**src/multi_slot_repeating_run_timer_macros.svh**
```systemverilog
// Assertion macros for the multi-slot run timer.
`ifndef MULTI_SLOT_REPEATING_RUN_TIMER_MACROS_SVH
`define MULTI_SLOT_REPEATING_RUN_TIMER_MACROS_SVH
`ifndef SYNTH
`define MSRT_ASSERT(lbl, clk, rst_n, prop) \
    lbl: assert property (@(posedge clk) disable iff (!rst_n) prop) \
        else $error("msrt assertion failed");
`define MSRT_ASSERT_ALWAYS(lbl, clk, prop) \
    lbl: assert property (@(posedge clk) prop) \
        else $error("msrt assertion failed");
`else
`define MSRT_ASSERT(lbl, clk, rst_n, prop)
`define MSRT_ASSERT_ALWAYS(lbl, clk, prop)
`endif
`endif

```
**src/msrt_pkg.sv**
```systemverilog
package msrt_pkg;

    localparam int SLOTS_DEF = 16;

    localparam logic [1:0] OP_SCHED  = 2'd0;
    localparam logic [1:0] OP_TICK   = 2'd1;
    localparam logic [1:0] OP_CANCEL = 2'd2;
    localparam logic [1:0] OP_NOP    = 2'd3;

    localparam logic [2:0] ST_SCHED = 3'd0;
    localparam logic [2:0] ST_FULL  = 3'd1;
    localparam logic [2:0] ST_PROG  = 3'd2;
    localparam logic [2:0] ST_FIN   = 3'd3;
    localparam logic [2:0] ST_ACK   = 3'd4;

    localparam int FL_REMOVE = 0;
    localparam int FL_NOTIFY = 1;
    localparam int FL_COLOUR = 2;

    typedef struct packed {
        logic [1:0]  op;
        logic [15:0] obj_id;
        logic [31:0] elapsed_us;
        logic [31:0] first_wait_us;
        logic [31:0] run_length_us;
        logic [31:0] wait_between_runs_us;
        logic [7:0]  run_count;
        logic        remove_object_at_end;
        logic        notify_valid;
        logic [7:0]  notify_id;
        logic        colour_entry;
    } t_in;

    typedef struct packed {
        logic [2:0]  status;
        logic [3:0]  slot;
        logic [15:0] target_object;
        logic [31:0] run_elapsed_us;
        logic [31:0] remaining_at_run_start_us;
        logic        remove_object;
        logic        notify;
        logic [7:0]  notify_code;
        logic        last;
    } t_out;

    typedef struct packed {
        logic [15:0] obj;
        logic [31:0] wait_left;
        logic [31:0] run_left;
        logic [31:0] run_length;
        logic [31:0] gap_length;
        logic [7:0]  runs_left;
        logic [2:0]  flags;
        logic [7:0]  nid;
    } t_slot;

    localparam int SLOT_W = $bits(t_slot);

    typedef struct packed {
        logic        done;
        logic [31:0] quot;
        logic [32:0] rem;
    } t_div_rsp;

endpackage

```
**src/msrt_div.sv**
```systemverilog
module msrt_div import msrt_pkg::*; (
    input  logic        i_clk,
    input  logic        i_rst_n,
    input  logic        i_start,
    input  logic [31:0] i_dividend,
    input  logic [32:0] i_divisor,
    output t_div_rsp    o_rsp
);
    // restoring divider, one quotient bit per cycle
    logic        r_busy;
    logic        r_done;
    logic [4:0]  r_cnt;
    logic [32:0] r_rem;
    logic [31:0] r_q;
    logic [32:0] r_d;
    logic [33:0] shifted;
    logic [33:0] diff;

    assign shifted = {r_rem, r_q[31]};
    assign diff    = shifted - {1'b0, r_d};

    always_ff @(posedge i_clk) begin
        if (!i_rst_n) begin
            r_busy <= 1'b0;
            r_done <= 1'b0;
            r_cnt  <= '0;
        end else begin
            r_done <= 1'b0;
            if (i_start) begin
                r_busy <= 1'b1;
                r_cnt  <= '0;
            end else if (r_busy) begin
                r_cnt <= r_cnt + 5'd1;
                if (r_cnt == 5'd31) begin
                    r_busy <= 1'b0;
                    r_done <= 1'b1;
                end
            end
        end
    end

    always_ff @(posedge i_clk) begin
        if (i_start) begin
            r_rem <= '0;
            r_q   <= i_dividend;
            r_d   <= i_divisor;
        end else if (r_busy) begin
            if (!diff[33]) begin
                r_rem <= diff[32:0];
                r_q   <= {r_q[30:0], 1'b1};
            end else begin
                r_rem <= shifted[32:0];
                r_q   <= {r_q[30:0], 1'b0};
            end
        end
    end

    assign o_rsp.done = r_done;
    assign o_rsp.quot = r_q;
    assign o_rsp.rem  = r_rem;
endmodule

```
**config.mk**
```make
export PLATFORM = sky130hd
export DESIGN_NAME = msrt_div
export DESIGN_NICKNAME = d
export VERILOG_FILES = /design/src/multi_slot_repeating_run_timer_macros.svh /design/src/msrt_pkg.sv /design/src/msrt_div.sv
export SDC_FILE = /design/constraint.sdc
export NUM_CORES = 1
export LEC_CHECK = 0
export BUFFER_PORTS_ARGS = -buffer_cell sky130_fd_sc_hd__buf_2
export CAP_MARGIN = 20
export CORE_MARGIN = 2
export CORE_UTILIZATION = 49
export DETAILED_ROUTE_END_ITERATION = 10
export PLACE_DENSITY_LB_ADDON = 0.12
export SLEW_MARGIN = 10
export SYNTH_ARGS = -nofsm -noshare
export SYNTH_HDL_FRONTEND = slang
export SYNTH_SLANG_ARGS = --single-unit
```
**constraint.sdc**
```tcl
create_clock -name i_clk -period 2.6 [get_ports i_clk]
set_input_delay 0 -clock i_clk [delete_from_list [all_inputs] [get_ports i_clk]]
set_output_delay 0 -clock i_clk [all_outputs]
set_load 0.02 [all_outputs]
```
==> out/summary.md <==
The run finished, with violations left. The final reports fail on negative setup slack. For this run, the number of Yosys warnings is 0. The run gives 9 as the TritonCTS buffer count. For the worst-case setup margin in the final layout, the log shows -0.280 ns. The final weighted congestion in routability-driven placement was 0.859.

For the estimated wirelength of the detail-placed design, the log shows 10,800 µm. Setup repair after global routing could not meet its margin everywhere. Buffers placed on the I/O ports in this run total 133.

The filler cells instantiated in the layout total 864. After routing the design area is 8820 µm². Max-cap violations in this run came to 0. STA classifies the critical path endpoint as a register.

The tools report the post-route clock skew as 0.0115 ns. The achievable frequency is 347 MHz, and the number of flip-flops and latches in the synthesized netlist is 105. The run gives 34 as the total setup violations reported at the end of the flow.

Net switching is 31.5% of the power. By area the synthesized netlist is led by sky130_fd_sc_hd__edfxtp_1, sky130_fd_sc_hd__dfxtp_1, sky130_fd_sc_hd__ha_1. Summed over its instances, the top area cell type makes up 33.0% of the synthesized netlist area. The tools report the first-pass iteration count of the detailed router as 4.

Worst hold-check path type: in2reg. The clock reaches the later pin of the worst-skew pair after 0.36 ns. The number of instances in the placed design was 920.

The logs give 0.000519 V for the largest voltage drop on the vdd net and 7490 µm² for the cell area after placement. The number of nets in the synthesized netlist is 664. In this run, the number of DRC markers left after iteration 0 of detailed routing was 260. The final layout contains routed wiring with a total length of 16,100 µm. Combinational cells account for 33.4% of the total power. The core area came out at 11,900 µm². The largest single stage delay on the critical path is 0.41 ns. The worst pin sits at a relative slew slack of 56.3%. The H-tree was split into 3 levels.

For this design the top-level I/O count stands at 134. The run gives 5,466 as the via count of the first global-routing pass. The largest area contributor in the synthesized netlist is sky130_fd_sc_hd__edfxtp_1. The instance count of the mapped netlist came out at 560. The tools report the number of standard cells in the final layout excluding fillers as 1,012. Yosys mapped a number of flops with a built-in enable equal to 65. The sort of element at the start of the critical path is a register. Global routing used 24.8% of the available tracks across all layers. Of all nets on the critical path, the largest fanout is 3. The number of nets with antenna violations after detailed routing is 0. In this run the vertical extent of the chip is 114 µm.

The die covers 13,000 µm². For the final routed database, the setup TNS stands at -7.80 ns. The number of antenna violations at the first check in global routing is 0.

The tools report the max-slew violation count as 0. The number of nets in the layout came out at 964. The final total power is 5.05 mW, and the cell area after synthesis is 5920 µm². The run gives 3.46 mW as the internal cell power. In the routed layout, each cell is associated on average with a via count of 5.25. The critical path in this run is classified as reg2reg. The parity-gate share of the synthesized area counting xor and xnor cells is 4.59%, and the area growth from synthesis to final layout is 49.1%.

Of the cells placed in the final design, the portion with a size suffix greater than 1 is 40.1%. After synthesis, the share of cell area in mux cells is 10.9%. The cell family contributing the most delay on the critical path is compound AO/OA/AOI/OAI gates. From left edge to right edge, the die measures 114 µm.

The run gives 2.84 ns as the required time of the worst setup path. Together, buffers and inverters on the worst path number 2. The dominant synthesized flop cell was sky130_fd_sc_hd__edfxtp_1.

By area, the combinational part of the netlist is dominated by compound AO/OA/AOI/OAI gates. The number of hold violations in the final report was 0; the number of sinks handled by clock tree synthesis was 105. TritonCTS built the clock tree. A synthesized cell averages 10.6 µm².

The DRC violation count after routing is 0, and the power per cell area is 572 nW/µm². At the pin with the least slew margin, the transition time is 0.655 ns. The largest individual stage delay along the critical path comes from the cell sky130_fd_sc_hd__edfxtp_1.

The share of the Yosys chip area taken by registers is 46.5%. The clock passes through at most 2 buffers. The fraction of synthesis flops using an asynchronous set or reset pin is 0%. Clock-pin slew was measured on the worst setup and hold paths at 0.08 ns.

The final clock period utilization by the worst path was 111%; the final global-route overflow total was 0. The tree is rooted in a sky130_fd_sc_hd__clkbuf_16. The signal on the critical path passes through inv_2 > ha_4 > nor2b_4 > o311ai_4 > nand3_2 > a2111o_1 > a211o_1 > nand2_4 > xnor2_4 > buf_4 > nor3_2 > or3_1. Dividing the detail-routed wire length by the instance count gives 15.9 µm.

The placement row count was 40; the post-route worst hold slack was 0.0420 ns. The tools report the largest net degree at the start of global routing as 65. The synthesized netlist devotes 14.5% of its cell area to compound gates.

Of the total synthesized cell area, the portion taken by AND, OR, NAND and NOR gates is 11.3%. For this block, the via count after detailed routing is 5,315. Once the floorplan was initialized, standard cells occupied 49.7% of the core. In this run the power spent charging and discharging nets is 1.59 mW. The logs give 26.8% for the fraction of power consumed by the clock network and 58 for the count of cell types in the netlist. The global-route wire length before repair came out at 25,600 µm. The repair_antennas step left the layout with diodes totalling 0. Of the total synthesized cell area, the portion taken by full adders, half adders and majority gates is 7.74%. After layout, the minimum clock period comes to 2.88 ns.

The tools report the leakage power figure as 3.97 nW. The tools report the critical path data arrival time as 3.12 ns. The part of the power in registers came out at 39.9%.
layer usage:
| layer | track usage, % | share of wire [%] | up-vias |
|---|---|---|---|
| li1 | - | - | 2657 |
| met1 | 30.0 | 44 | 2507 |
| met2 | 43.8 | 50 | 129 |
| met3 | 5.47 | 4.4 | 22 |
| met4 | 8.21 | 2.0 | 0 |
| met5 | 0 | 0 | - |
worst reg2reg max path, delay by kind of cell (launching register included):
kind	cells	cell delay (ns)
AOI/OAI and AO/OA	3	0.94
xor gates and xnor gates	1	0.17
buffers and inverters	2	0.25
and+or+nand+nor	5	0.79
DFF	1	0.41
adders and majority gates	1	0.19
logic make-up after synthesis:
kind of cell / count (synthesis)
compound gates: 129
xor+xnor: 31
fa+ha+maj: 36
buf+inv: 65
flops: 105
mux: 60
simple gates: 134
state kept, by name, summed over array words and instances (netlist names):
signal  cells
r_cnt       5
r_d        33
r_q        32
r_done      1
r_busy      1
r_rem      33
cell type report:
cell class | count | area (µm²) | area share, %
multi-input cells | 391 | 3200 | 36.2
flip-flops and latches | 105 | 2760 | 31.3
repair buffers | 311 | 2240 | 25.3
clock buffers | 11 | 243 | 2.75
well taps | 147 | 184 | 2.08
inverters | 42 | 158 | 1.79
clock inverters | 5 | 42.5 | 0.482
power by group through the flow:
stage               sequential (mW)  combinational, mW  clock (mW)
finish                         2.01               1.68        1.35
global route                   2.03               1.83        1.42
CTS                            2.01               1.58        1.38
detailed placement             2.04               1.44           0
global placement               2.04               1.42           0
floorplan                      2.16              0.748           0
synthesized netlist by cell type (all sizes together), types with 15 or more instances:
cell type and number:
nor2 54, a21oi 34, xnor2 18, a211oi 32
dfxtp 40, o21ai 23, mux2 33, clkbuf 15
ha 35, nand2 22, edfxtp 65, inv 42
mux2i 27
final timing paths:
| path | end | cells after the start | startpoint | slack (ns) |
|---|---|---|---|---|
| hold / removal | r_rem[28] | 2 | i_start | 0.04 |
| setup / recovery | r_rem[1] | 12 | r_d[1] | -0.28 |
| setup reg to reg | r_rem[1] | 12 | r_d[1] | -0.28 |
| hold reg to reg | r_cnt[4] | 2 | r_cnt[4] | 0.51 |
cell usage in the layout (no fill, tap or decap), drive strengths merged, types with 13 or more instances in the layout:
| cell | n |
|---|---|
| o21ai | 23 |
| nand2 | 22 |
| nor2 | 54 |
| xor2 | 13 |
| buf | 243 |
| dfxtp | 40 |
| a21oi | 34 |
| a211oi | 32 |
| ha | 35 |
| mux2 | 33 |
| dlygate4sd3 | 66 |
| clkbuf | 13 |
| xnor2 | 19 |
| inv | 46 |
| mux2i | 27 |
| edfxtp | 65 |
repair_timing:
action                     in CTS  in global routing
hold buffers                   66                  0
pin swaps                      13                 28
gates resized for setup        20                 36
setup endpoints to repair      34                 34
setup buffers                   4                  5
gates cloned                    2                  1
hold endpoints to repair       67                  0
through the flow:
step | setup slack (ns) | utilization [%]
finish | -0.280 | 74.1
global route | -0.399 | 74.1
CTS | -0.239 | 72.1
detailed placement | -0.361 | 62.9
global placement | -0.248 | 62.9
floorplan | -0.202 | -
No activity file was read; power rests on OpenSTA's default activity.
