$ cat src/multi_slot_repeating_run_timer_macros.svh
// Assertion macros for the multi-slot run timer.
`ifndef MULTI_SLOT_REPEATING_RUN_TIMER_MACROS_SVH
`define MULTI_SLOT_REPEATING_RUN_TIMER_MACROS_SVH
`ifndef SYNTH
`define MSRT_ASSERT(lbl, clk, rst_n, prop) \
    lbl: assert property (@(posedge clk) disable iff (!rst_n) prop) \
        else $error("msrt assertion failed");
`define MSRT_ASSERT_ALWAYS(lbl, clk, prop) \
    lbl: assert property (@(posedge clk) prop) \
        else $error("msrt assertion failed");
`else
`define MSRT_ASSERT(lbl, clk, rst_n, prop)
`define MSRT_ASSERT_ALWAYS(lbl, clk, prop)
`endif
`endif

$ cat src/msrt_ram.sv
module msrt_ram #(
    parameter int WIDTH = 8,
    parameter int DEPTH = 16
) (
    input  logic                     i_clk,
    input  logic                     i_we,
    input  logic [$clog2(DEPTH)-1:0] i_waddr,
    input  logic [WIDTH-1:0]         i_wdata,
    input  logic [$clog2(DEPTH)-1:0] i_raddr,
    output logic [WIDTH-1:0]         o_rdata
);
    logic [WIDTH-1:0] r_mem [DEPTH];
    logic [WIDTH-1:0] r_rdata;

    always_ff @(posedge i_clk) begin
        if (i_we) begin
            r_mem[i_waddr] <= i_wdata;
        end
        r_rdata <= r_mem[i_raddr];
    end

    assign o_rdata = r_rdata;
endmodule

$ cat config.mk
export PLATFORM = sky130hd
export DESIGN_NAME = msrt_ram
export DESIGN_NICKNAME = d
export VERILOG_FILES = /design/src/multi_slot_repeating_run_timer_macros.svh /design/src/msrt_ram.sv
export SDC_FILE = /design/constraint.sdc
export NUM_CORES = 1
export LEC_CHECK = 0
export BUFFER_PORTS_ARGS = -buffer_cell sky130_fd_sc_hd__buf_4
export CAP_MARGIN = 20
export CORE_MARGIN = 2
export CORE_UTILIZATION = 59
export DETAILED_ROUTE_END_ITERATION = 7
export PLACE_DENSITY = 0.85
export REMOVE_ABC_BUFFERS = 1
export SLEW_MARGIN = 20
export SYNTH_ARGS = -nofsm -noshare
export SYNTH_HDL_FRONTEND = slang
export SYNTH_SLANG_ARGS = --single-unit
$ cat constraint.sdc
create_clock -name i_clk -period 4.7 [get_ports i_clk]
set_input_delay 0 -clock i_clk [delete_from_list [all_inputs] [get_ports i_clk]]
set_output_delay 0 -clock i_clk [all_outputs]
set_load 0.03 [all_outputs]
==> impl_results.md, run 1 <==
- Relative slew slack: 0.389
- Dominant cell type by area after synthesis: edfxtp_1
- Synth top area cells: edfxtp_1 (75%), mux4_2 (7.9%), mux4_1 (7.1%), dfxtp_1 (3.1%), a22oi_1 (2.3%)
- Tcrit/Tclk final: 0.330
- Max Fanout on Critical Path: 8
- Antenna violations before repair: 0
- 1st-pass router iterations: 4
- Reg2Reg Depth: 3
- Setup TNS: 0 ns
- Ant. Diodes: 0
- CP startpoint: i_waddr[1]
- Leak: 0.00204 µW
- Final nets: 295
- Min-delay src: i_raddr[2]
- Critical R2R Launch: r_mem[3][6]
- RR Endpoint: o_rdata[6]
- Hold Path Stages: 4
- CP arrival: between 1.5 and 2 ns
- CTS buffer count: 17
- Port bufs: 25
- CTS Sinks: 136
- Post-DR wirelength/cell: 23.9 µm
- Worst Hold Class: in2reg
- Layout cells sized above 1: 0.269
- Placed Area: about 0.0054 mm²
- Status: finished clean
- Kind of critical path: in2reg
- Via density: 6.11
- Vias in the first global route: 2516
- Mapped Area: 0.00515 mm²
- Crit path max-delay cell type: dlygate4sd3_1
- Yosys reg bits: 136
- Final period demand of the worst path: 1.55 ns
- Ports: 26
- Clock skew: 0.0104 ns
- Synth warn: 0
- Die Height: 97.4 µm
- Final setup viols: 0
- Htree depth: 4
- Clk_lat worst skew: between 0.5 and 0.6 ns
- FILL cells: 516
- CTS resizes: 0
- RePlAce Congestion: between 0.7 and 0.8
- Power Density: 452 mW/mm²
- CP peak stage delay: 0.82 ns
- Final antenna-violating net count: 0
- CP Launch Type: primary input
- Max Cap Viol: 0
- Final hold vios: 0
- Fmax: 645 MHz
- CP top delay family: buffers and inverters
- CTS max path bufs: 2
- Top-area cell type share of the netlist area: 0.747
- Slew Limit Fails: 0
- Buf/Inv on CP: 3
- Final WL: 9.52 mm
- Starting DRT DRC Count: around 220
- Global-route usage over all layers: 0.219
- Std-Cell Rows: 34
- Cell variety after synth: 19
- Core Region: approximately 0.0086 mm²
- Initial Util: 0.599
- Layout area overhead: 18.2%
- Critical path required time: 4.86 ns
- CTS tree: yes
- First-pass GRT wire length: roughly 15 mm
- Cell area after layout: around 0.006 mm²
- Largest net degree at the start of global routing: 33
- Worst-path clk slew: about 0.06 ns
- Tightest Pin Transition: a little over 0.9 ns
- CP Capture Type: flop
- DRC violations left: 0
- Post-DP HPWL: approximately 5.6 mm
- Hold Path Sink: o_rdata[1]
- Avg Inst Size Synth: about 22 µm²
- Most used cell, CP: dlygate4sd3_1
- Vias: around 2400
- Die area: around 0.0095 mm²
- CP cell instances: dlygate4sd3_1 > buf_4 > nor3_1 > dlygate4sd3_1
- Die Span X: 97.4 µm
- R2r setup slk: 3.29 ns
- Register area share after synthesis: 0.778
- Synth Instances: about 230
- Clk root buf: clkbuf_8
- VDD IR-drop max: 0.000467 V
- Unrepaired setup endpoints after global routing: false
- Total gr overflow: 0
## state kept, by name (all words and copies together) (netlist names)
signal and count:
r_mem 128, o_rdata 8
## synthesized netlist by cell type
cell type / number
a22oi_1: 16
and2_1: 1
and2b_1: 1
buf_2: 3
buf_4: 1
buf_6: 3
clkdlybuf4s25_2: 3
dfxtp_1: 8
edfxtp_1: 128
mux4_1: 14
mux4_2: 18
nand2_1: 9
nand2b_1: 2
nand3_1: 1
nand3b_1: 2
nor2_1: 13
nor2b_1: 1
nor3_1: 4
or3b_2: 1
## cell type report
type                            count  area [µm²]  share of cell area
Clock buffer                       18         418              0.0687
Sequential cell                   136        4000               0.658
Timing Repair Buffer               39         320              0.0526
Tap cell                          108         135              0.0222
Clock inverter                     14         150              0.0247
Multi-Input combinational cell     83        1060               0.174
## routing by layer
| metal | up-vias | GRT usage | share of wire |
|---|---|---|---|
| met5 | - | 0 | 0 |
| met3 | 6 | 0.0705 | 0.082 |
| met4 | 0 | 0.0652 | 0.0054 |
| met2 | 110 | 0.343 | 0.52 |
| li1 | 1072 | - | - |
| met1 | 1244 | 0.304 | 0.40 |
## cells by family after synthesis
kind of cell / share of synthesized area
AOI/OAI and AO/OA: 0.0233
buffers and inverters: 0.0168
and+or+nand+nor: 0.0318
DFF: 0.778
muxes: 0.150
## metrics by stage
stage	hold slack (ns)	setup slack (ns)	power [µW]	std cells	util
after CTS	0.0345	3.18	2780	398	0.708
after detailed placement	0.307	2.80	1530	355	0.629
after floorplan	0.0989	3.21	1460	219	-
after global placement	0.296	2.93	1520	355	0.629
final	0.0571	3.15	2750	398	0.708
after global routing	0.0792	3.13	2850	398	0.708
## worst reg2reg max path, delay by kind of cell (launching register included)
kind	cells	cell delay, ns
AOI/OAI and AO/OA	1	0.24
DFF	1	0.39
muxes	1	0.50
and+or+nand+nor	1	0.15
## worst max path at each step
stage	to	slack [ns]	cells past startpoint
global placement	r_mem[0][5]	2.93	3
global route	r_mem[0][7]	3.13	4
finish	r_mem[0][7]	3.15	4
floorplan	r_mem[0][0]	3.21	2
detailed placement	r_mem[0][4]	2.80	3
CTS	r_mem[0][7]	3.18	4
## power by group
group / switching [µW] / internal, µW / leakage (µW)
combinational: 84.3 / 62.9 / 0.000555
clock: 483 / 755 / 0.000260
sequential: 8.13 / 1360 / 0.00122
total: 575 / 2170 / 0.00204
## cell usage in the layout, fill, tap and decap left out
cell           netlist  routed
mux4_2              18      18
inv_6                0       2
mux4_1              14      14
and2b_1              1       1
clkbuf_1             0       1
nor3_1               4       4
and2_1               1       1
clkinv_4             0       2
clkbuf_16            0      16
clkbuf_8             0       1
a22oi_1             16      16
nor2_1              13      13
nand2_1              9       9
buf_4                1      28
dlygate4sd3_1        0      11
nand3b_1             2       2
nand2b_1             2       2
bufinv_16            0       2
edfxtp_1           128     128
dfxtp_1              8       8
clkinv_2             0       2
nor2b_1              1       1
nand3_1              1       1
or3b_2               1       1
clkinvlp_4           0       6
## what timing repair did
| item | in CTS | in global routing |
|---|---|---|
| hold buffers | 11 | 0 |
| buffers inserted | 0 | 0 |
| hold endpoints to repair | 160 | 0 |
Power figures use the tool's default switching activity.
==> inputs of run 2 (changes only) <==
--- a/config.mk
+++ b/config.mk
@@ -8,9 +8,9 @@
 export BUFFER_PORTS_ARGS = -buffer_cell sky130_fd_sc_hd__buf_4
 export CAP_MARGIN = 20
 export CORE_MARGIN = 2
-export CORE_UTILIZATION = 59
+export CORE_UTILIZATION = 54
 export DETAILED_ROUTE_END_ITERATION = 7
-export PLACE_DENSITY = 0.85
+export PLACE_DENSITY = 0.82
 export REMOVE_ABC_BUFFERS = 1
 export SLEW_MARGIN = 20
 export SYNTH_ARGS = -nofsm -noshare
==> constraint.sdc (replaced) <==
create_clock -name i_clk -period 1.41 [get_ports i_clk]
set_input_delay 0 -clock i_clk [delete_from_list [all_inputs] [get_ports i_clk]]
set_output_delay 0 -clock i_clk [all_outputs]
set_load 0.03 [all_outputs]
==> run 2 against run 1 <==
Critical path depth is 1 higher. Register-to-register slack worse by 3.2 ns. Hold slack gained 0.026 ns. Largest power group unchanged. Clock-buffer cell count rose by 2. First-iteration DRC count increased by 2.2%. Non-clock buffer count grew 23. Clock skew down 0.0051 ns. Die area rose by 8.9%. Setup slack worse by 3.1 ns. Largest cell class unchanged. Power grew to 3.4 times the previous value.
==> impl_results.md, run 2 (synthesized netlist as in run 1, its figures left out) <==
- Port bufs: 25 (unchanged)
- Vias: 2540 (was 2432)
- Starting DRT DRC Count: 229 (was 224)
- Slew Limit Fails: 0 (unchanged)
- Initial Util: 0.557 (was 0.599)
- Min-delay src: i_raddr[1] (was i_raddr[2])
- Ant. Diodes: 0 (unchanged)
- Tightest Pin Transition: 0.416 ns (was 0.914 ns)
- Max Fanout on Critical Path: 8 (unchanged)
- Critical path required time: 1.63 ns (was 4.86 ns)
- Core Region: 0.00924 mm² (was 0.00859 mm²)
- Tcrit/Tclk final: 0.987
- Final period demand of the worst path: approximately 1.4 ns
- Largest register FFs: 128 (unchanged)
- CP Capture Type: flop (unchanged)
- Post-Layout Cell Count: 442 (was 398)
- RePlAce Congestion: 0.813 (was 0.754)
- Power Density: 1460 mW/mm² (was 452 mW/mm²)
- Max Cap Viol: 0 (unchanged)
- Biggest register: r_mem (unchanged)
- Post-DR wirelength/cell: 22.7 µm (was 23.9 µm)
- Largest net degree at the start of global routing: 17 (was 33)
- CTS buffer count: 17 (unchanged)
- CP peak stage delay: 0.60 ns (was 0.82 ns)
- Worst Hold Class: in2reg (unchanged)
- Final nets: 318 (was 295)
- CTS max path bufs: 2 (unchanged)
- Global-route usage over all layers: 0.214 (was 0.219)
- Final hold vios: 0 (unchanged)
- Most common cell after layout, fill and taps aside: edfxtp_1 (unchanged)
- First-pass GRT wire length: 15.3 mm (was 14.7 mm)
- Layout cells sized above 1: 0.332 (was 0.269)
- Final WL: 10.0 mm (was 9.52 mm)
- Clock skew: 0.00530 ns (was 0.0104 ns)
- Ports: 26 (unchanged)
- Layout area overhead: 23.3% (was 18.2%)
- CP arrival: 1.61 ns (was 1.71 ns)
- VDD IR-drop max: 0.000888 V (was 0.000467 V)
- CP startpoint: i_waddr[1] (unchanged)
- Relative slew slack: 0.723 (was 0.389)
- Met2 WL post-DR: 5.35 mm (was 4.91 mm)
- Kind of critical path: in2reg (unchanged)
- CTS tree: yes (unchanged)
- Setup TNS: 0 ns (unchanged)
- Crit path max-delay cell type: dlygate4sd3_1 (unchanged)
- Fmax: 718 MHz
- Total gr overflow: 0 (unchanged)
- Number of cells after detailed placement: 399 (was 355)
- Die area: 0.0103 mm² (was 0.00949 mm²)
- Slack of the critical path: 0.0180 ns (was 3.15 ns)
- Clk_lat worst skew: 0.51 ns (about the same)
- WL met3: 673 µm (was 781 µm)
- Final setup viols: 0 (unchanged)
- Top layer in use: met4 (unchanged)
- Vias in the first global route: 2692 (was 2516)
- Status: finished clean (unchanged)
- Antenna violations before repair: 0 (unchanged)
- CP cell instances: dlygate4sd3_1 > buf_4 > nor3_2 > dlygate4sd3_1 > buf_6 (was dlygate4sd3_1 > buf_4 > nor3_1 > dlygate4sd3_1)
- Leak: 0.00219 µW (was 0.00204 µW)
- Die Height: 102 µm (was 97.4 µm)
- Most used cell, CP: dlygate4sd3_1 (unchanged)
- Worst-path clk slew: 0.06 ns (about the same)
- Clk root buf: clkbuf_8 (unchanged)
- Pre-CTS setup slack: 0.000855 ns (was 2.80 ns)
- Util after Layout: 0.687 (was 0.708)
- Std-Cell Rows: 35 (was 34)
- 1st-pass router iterations: 4 (unchanged)
- Met1 WL: 3.91 mm (was 3.78 mm)
- Most frequent cells in the layout: edfxtp_1 (128), buf_4 (47), mux4_2 (18) (was edfxtp_1 (128), buf_4 (28), mux4_2 (18))
- Htree depth: 4 (unchanged)
- Critical R2R Launch: r_mem[0][4] (was r_mem[3][6])
- Final antenna-violating net count: 0 (unchanged)
- CP Launch Type: primary input (unchanged)
- Post-DP HPWL: 6.19 mm (was 5.58 mm)
- Via density: 5.75 (was 6.11)
- Die Span X: 102 µm (was 97.4 µm)
- CTS Sinks: 136 (unchanged)
- DRC violations left: 0 (unchanged)
[run 2: layer usage]
metal | track usage | vias up
met2 | 0.343 | 90
li1 | - | 1113
met5 | 0 | -
met3 | 0.0580 | 9
met1 | 0.290 | 1328
met4 | 0.0665 | 0
[run 2: final timing paths]
path	end	slack (ns)	depth (start not counted)
worst max-delay path	r_mem[0][7]	0.02	5
worst min-delay path	o_rdata[5]	0.08	4
worst min register to register	o_rdata[5]	0.69	3
worst max register to register	o_rdata[4]	0.05	3
[run 2: area by class of cell]
cell class / instances / area, µm²
multi-input combinational: 83 / 1070
tap: 129 / 161
clock inverter: 12 / 128
fill: 569 / 2900
clock buffer: 20 / 445
sequential: 136 / 4000
timing repair buffer: 62 / 534
[run 2: metrics by stage]
step                      hold WS [ns]  power (µW)  instance area [µm²]
after CTS                       0.0562        9310                 6330
after global routing            0.0886        9540                 6340
after floorplan                 0.0989        4860                 5060
after global placement           0.293        5120                 5640
final                           0.0829        9260                 6340
after detailed placement         0.308        5140                 5640
[run 2: repair_timing]
action,CTS,global route
hold buffers,11,0
resized for setup,0,4
setup endpoints to repair,0,10
endpoints found under the hold margin,144,0
buffers inserted,0,0
[run 2: power by group]
group          switching [µW]  total (µW)  internal [µW]
combinational             299         544            245
sequential               30.0        4550           4520
clock                    1570        4160           2600
total                    1890        9260           7360
[run 2: critical path: cells and delay by family]
kind / cells / cell delay (ns)
buf+inv: 4 / 1.44
simple gates: 1 / 0.17
==> inputs of run 3 (changes only) <==
--- a/config.mk
+++ b/config.mk
@@ -10,7 +10,7 @@
 export CORE_MARGIN = 2
 export CORE_UTILIZATION = 54
 export DETAILED_ROUTE_END_ITERATION = 7
-export PLACE_DENSITY = 0.82
+export PLACE_DENSITY = 0.74
 export REMOVE_ABC_BUFFERS = 1
 export SLEW_MARGIN = 20
 export SYNTH_ARGS = -nofsm -noshare
==> run 3 against run 2 <==
Power shrank 4.3%. Critical path depth down 2. Core utilization fell by 0.97 points. Wire length is 4.6% lower. Clock-buffer cell count unchanged. Clock power down 9.1%. Sequential share of layout area grew 0.91 points. Clock skew barely moved. Global-route usage fell by 0.45 points. Via count fell by 0.24%. Highest routed layer unchanged.
==> impl_results.md, run 3 (synthesized netlist as in run 1, its figures left out) <==
- Number of buffers added for setup after CTS: 0 (unchanged)
- CTS Sinks: 136 (unchanged)
- Number of cells after detailed placement: 400 (was 399)
- Util after Layout: 0.677 (was 0.687)
- Starting DRT DRC Count: 124 (was 229)
- Post-DP HPWL: 6.24 mm (was 6.19 mm)
- Top layer in use: met4 (unchanged)
- CP Launch Type: flop (was primary input)
- Biggest register: r_mem (unchanged)
- Layout area overhead: 21.5% (was 23.3%)
- Slew Limit Fails: 0 (unchanged)
- First-pass GRT wire length: 14.9 mm (was 15.3 mm)
- Final WL: 9.58 mm (was 10.0 mm)
- Htree depth: 4 (unchanged)
- Max Cap Viol: 0 (unchanged)
- Leak: 0.00215 µW (was 0.00219 µW)
- Final nets: 318 (unchanged)
- Vias in the first global route: 2612 (was 2692)
- DRC violations left: 0 (unchanged)
- Initial Util: 0.557 (unchanged)
- Ports: 26 (unchanged)
- CP top delay family: multiplexers (was buffers and inverters)
- Status: finished clean (unchanged)
- Met2 WL post-DR: 4.86 mm (was 5.35 mm)
- Hold_ws: 0.0681 ns (was 0.0829 ns)
- Worst Hold Class: in2reg (unchanged)
- Vias: 2534 (was 2540)
- Layout cells sized above 1: 0.315 (was 0.332)
- Relative slew slack: 0.733 (was 0.723)
- Final period demand of the worst path: 1.33 ns (was 1.39 ns)
- Largest net degree at the start of global routing: 17 (unchanged)
- Most frequent cells in the layout: edfxtp_1 (128), buf_4 (49), mux4_2 (18) (was edfxtp_1 (128), buf_4 (47), mux4_2 (18))
- Port bufs: 25 (unchanged)
- Core Region: 0.00924 mm² (unchanged)
- Most common cell after layout, fill and taps aside: edfxtp_1 (unchanged)
- Total chip power: 8860 µW (was 9260 µW)
- Clk root buf: clkbuf_8 (unchanged)
- Tcrit/Tclk final: 0.943 (was 0.987)
- Post-DR wirelength/cell: 21.8 µm (was 22.7 µm)
- FILL cells: 566 (was 569)
- CTS buffer count: 17 (unchanged)
- Die area: 0.0103 mm² (unchanged)
- RePlAce Congestion: 0.753 (was 0.813)
- Clock skew: 0.00519 ns (was 0.00530 ns)
- Crit path max-delay cell type: mux4_1 (was dlygate4sd3_1)
- Ant. Diodes: 0 (unchanged)
- Post-Layout Cell Count: 440 (was 442)
- Die Height: 102 µm (unchanged)
- Placed Area: 0.00564 mm² (about the same)
- Fmax: 752 MHz (was 718 MHz)
- CTS tree: yes (unchanged)
- CTS max path bufs: 2 (unchanged)
- Via density: 5.76 (was 5.75)
- Met1 WL: 3.94 mm (was 3.91 mm)
- CP peak stage delay: 0.52 ns (was 0.60 ns)
- Buf/Inv on CP: 0 (was 4)
- Total gr overflow: 0 (unchanged)
- Antenna violations before repair: 0 (unchanged)
- Final setup viols: 0 (unchanged)
- Power Density: 1420 mW/mm² (was 1460 mW/mm²)
- CP arrival: 1.73 ns (was 1.61 ns)
- CP cell instances: mux4_1 > a22oi_1 > nand2_1 (was dlygate4sd3_1 > buf_4 > nor3_2 > dlygate4sd3_1 > buf_6)
- Unrepaired setup endpoints after global routing: false
- Tightest Pin Transition: 0.401 ns (was 0.416 ns)
- WL met3: 646 µm (was 673 µm)
- Final hold vios: 0 (unchanged)
- Largest register FFs: 128 (unchanged)
- Std-Cell Rows: 35 (unchanged)
- Max Fanout on Critical Path: 1 (was 8)
- Kind of critical path: reg2reg (was in2reg)
- Die Span X: 102 µm (unchanged)
- Global-route usage over all layers: 0.209 (was 0.214)
- CP Capture Type: flop (unchanged)
- Critical path required time: 1.81 ns (was 1.63 ns)
- Final antenna-violating net count: 0 (unchanged)
- VDD IR-drop max: 0.000661 V (was 0.000888 V)
- Cell area after layout: 0.00625 mm² (was 0.00634 mm²)
- Worst-path clk slew: 0.06 ns (about the same)
- 1st-pass router iterations: 4 (unchanged)
- Clk_lat worst skew: 0.51 ns (about the same)
run 3: changes by cell type in the layout (fill, tap and decap cells not counted), moves of 2 or more:
| cell | change |
|---|---|
| clkinvlp_4 | -2 |
| buf_4 | +2 |
| clkbuf_1 | +2 |
| clkbuf_8 | -2 |
run 3: cell type report:
class	instances	area, µm²	area share
Sequential cell	136	4000	0.640
Clock buffer	20	425	0.0680
Clock inverter	10	82.6	0.0132
Tap cell	129	161	0.0258
Multi-Input combinational cell	83	1060	0.170
Timing Repair Buffer	62	519	0.0830
run 3: worst paths after layout:
path	startpoint	endpoint	slack [ns]	depth (start not counted)
max reg2reg	r_mem[10][5]	o_rdata[5]	0.08	3
max	r_mem[10][5]	o_rdata[5]	0.08	3
min reg2reg	r_mem[7][3]	o_rdata[3]	0.68	3
min	i_raddr[1]	o_rdata[3]	0.07	4
run 3: stage by stage:
stage / setup TNS, ns / worst slack (ns)
after CTS: 0 / 0.0155
after global placement: -0.0420 / -0.0420
after detailed placement: -0.0340 / -0.0340
after global routing: 0 / 0.0128
after floorplan: -0.663 / -0.0829
final: 0 / 0.0800
run 3: power breakdown:
part	total [µW]	switching, µW	internal (µW)
clock network	3780	1490	2290
registers	4550	31.1	4520
logic	530	285	245
total	8860	1800	7060
run 3: worst register-to-register path, stage by stage, from the launching register on:
cell and delay (ns):
edfxtp_1 0.38, mux4_1 0.52, a22oi_1 0.25, nand2_1 0.07
run 3: what timing repair did:
action                                  CTS  global route
endpoints found under the setup margin    0             9
hold buffers                             11             0
resized for setup                         0             2
hold endpoints to repair                150             0
run 3: per-layer routing:
layer	global-route usage	vias to the layer above
met3	0.0656	11
li1	-	1109
met5	0	-
met1	0.286	1316
met4	0.0634	0
met2	0.328	98
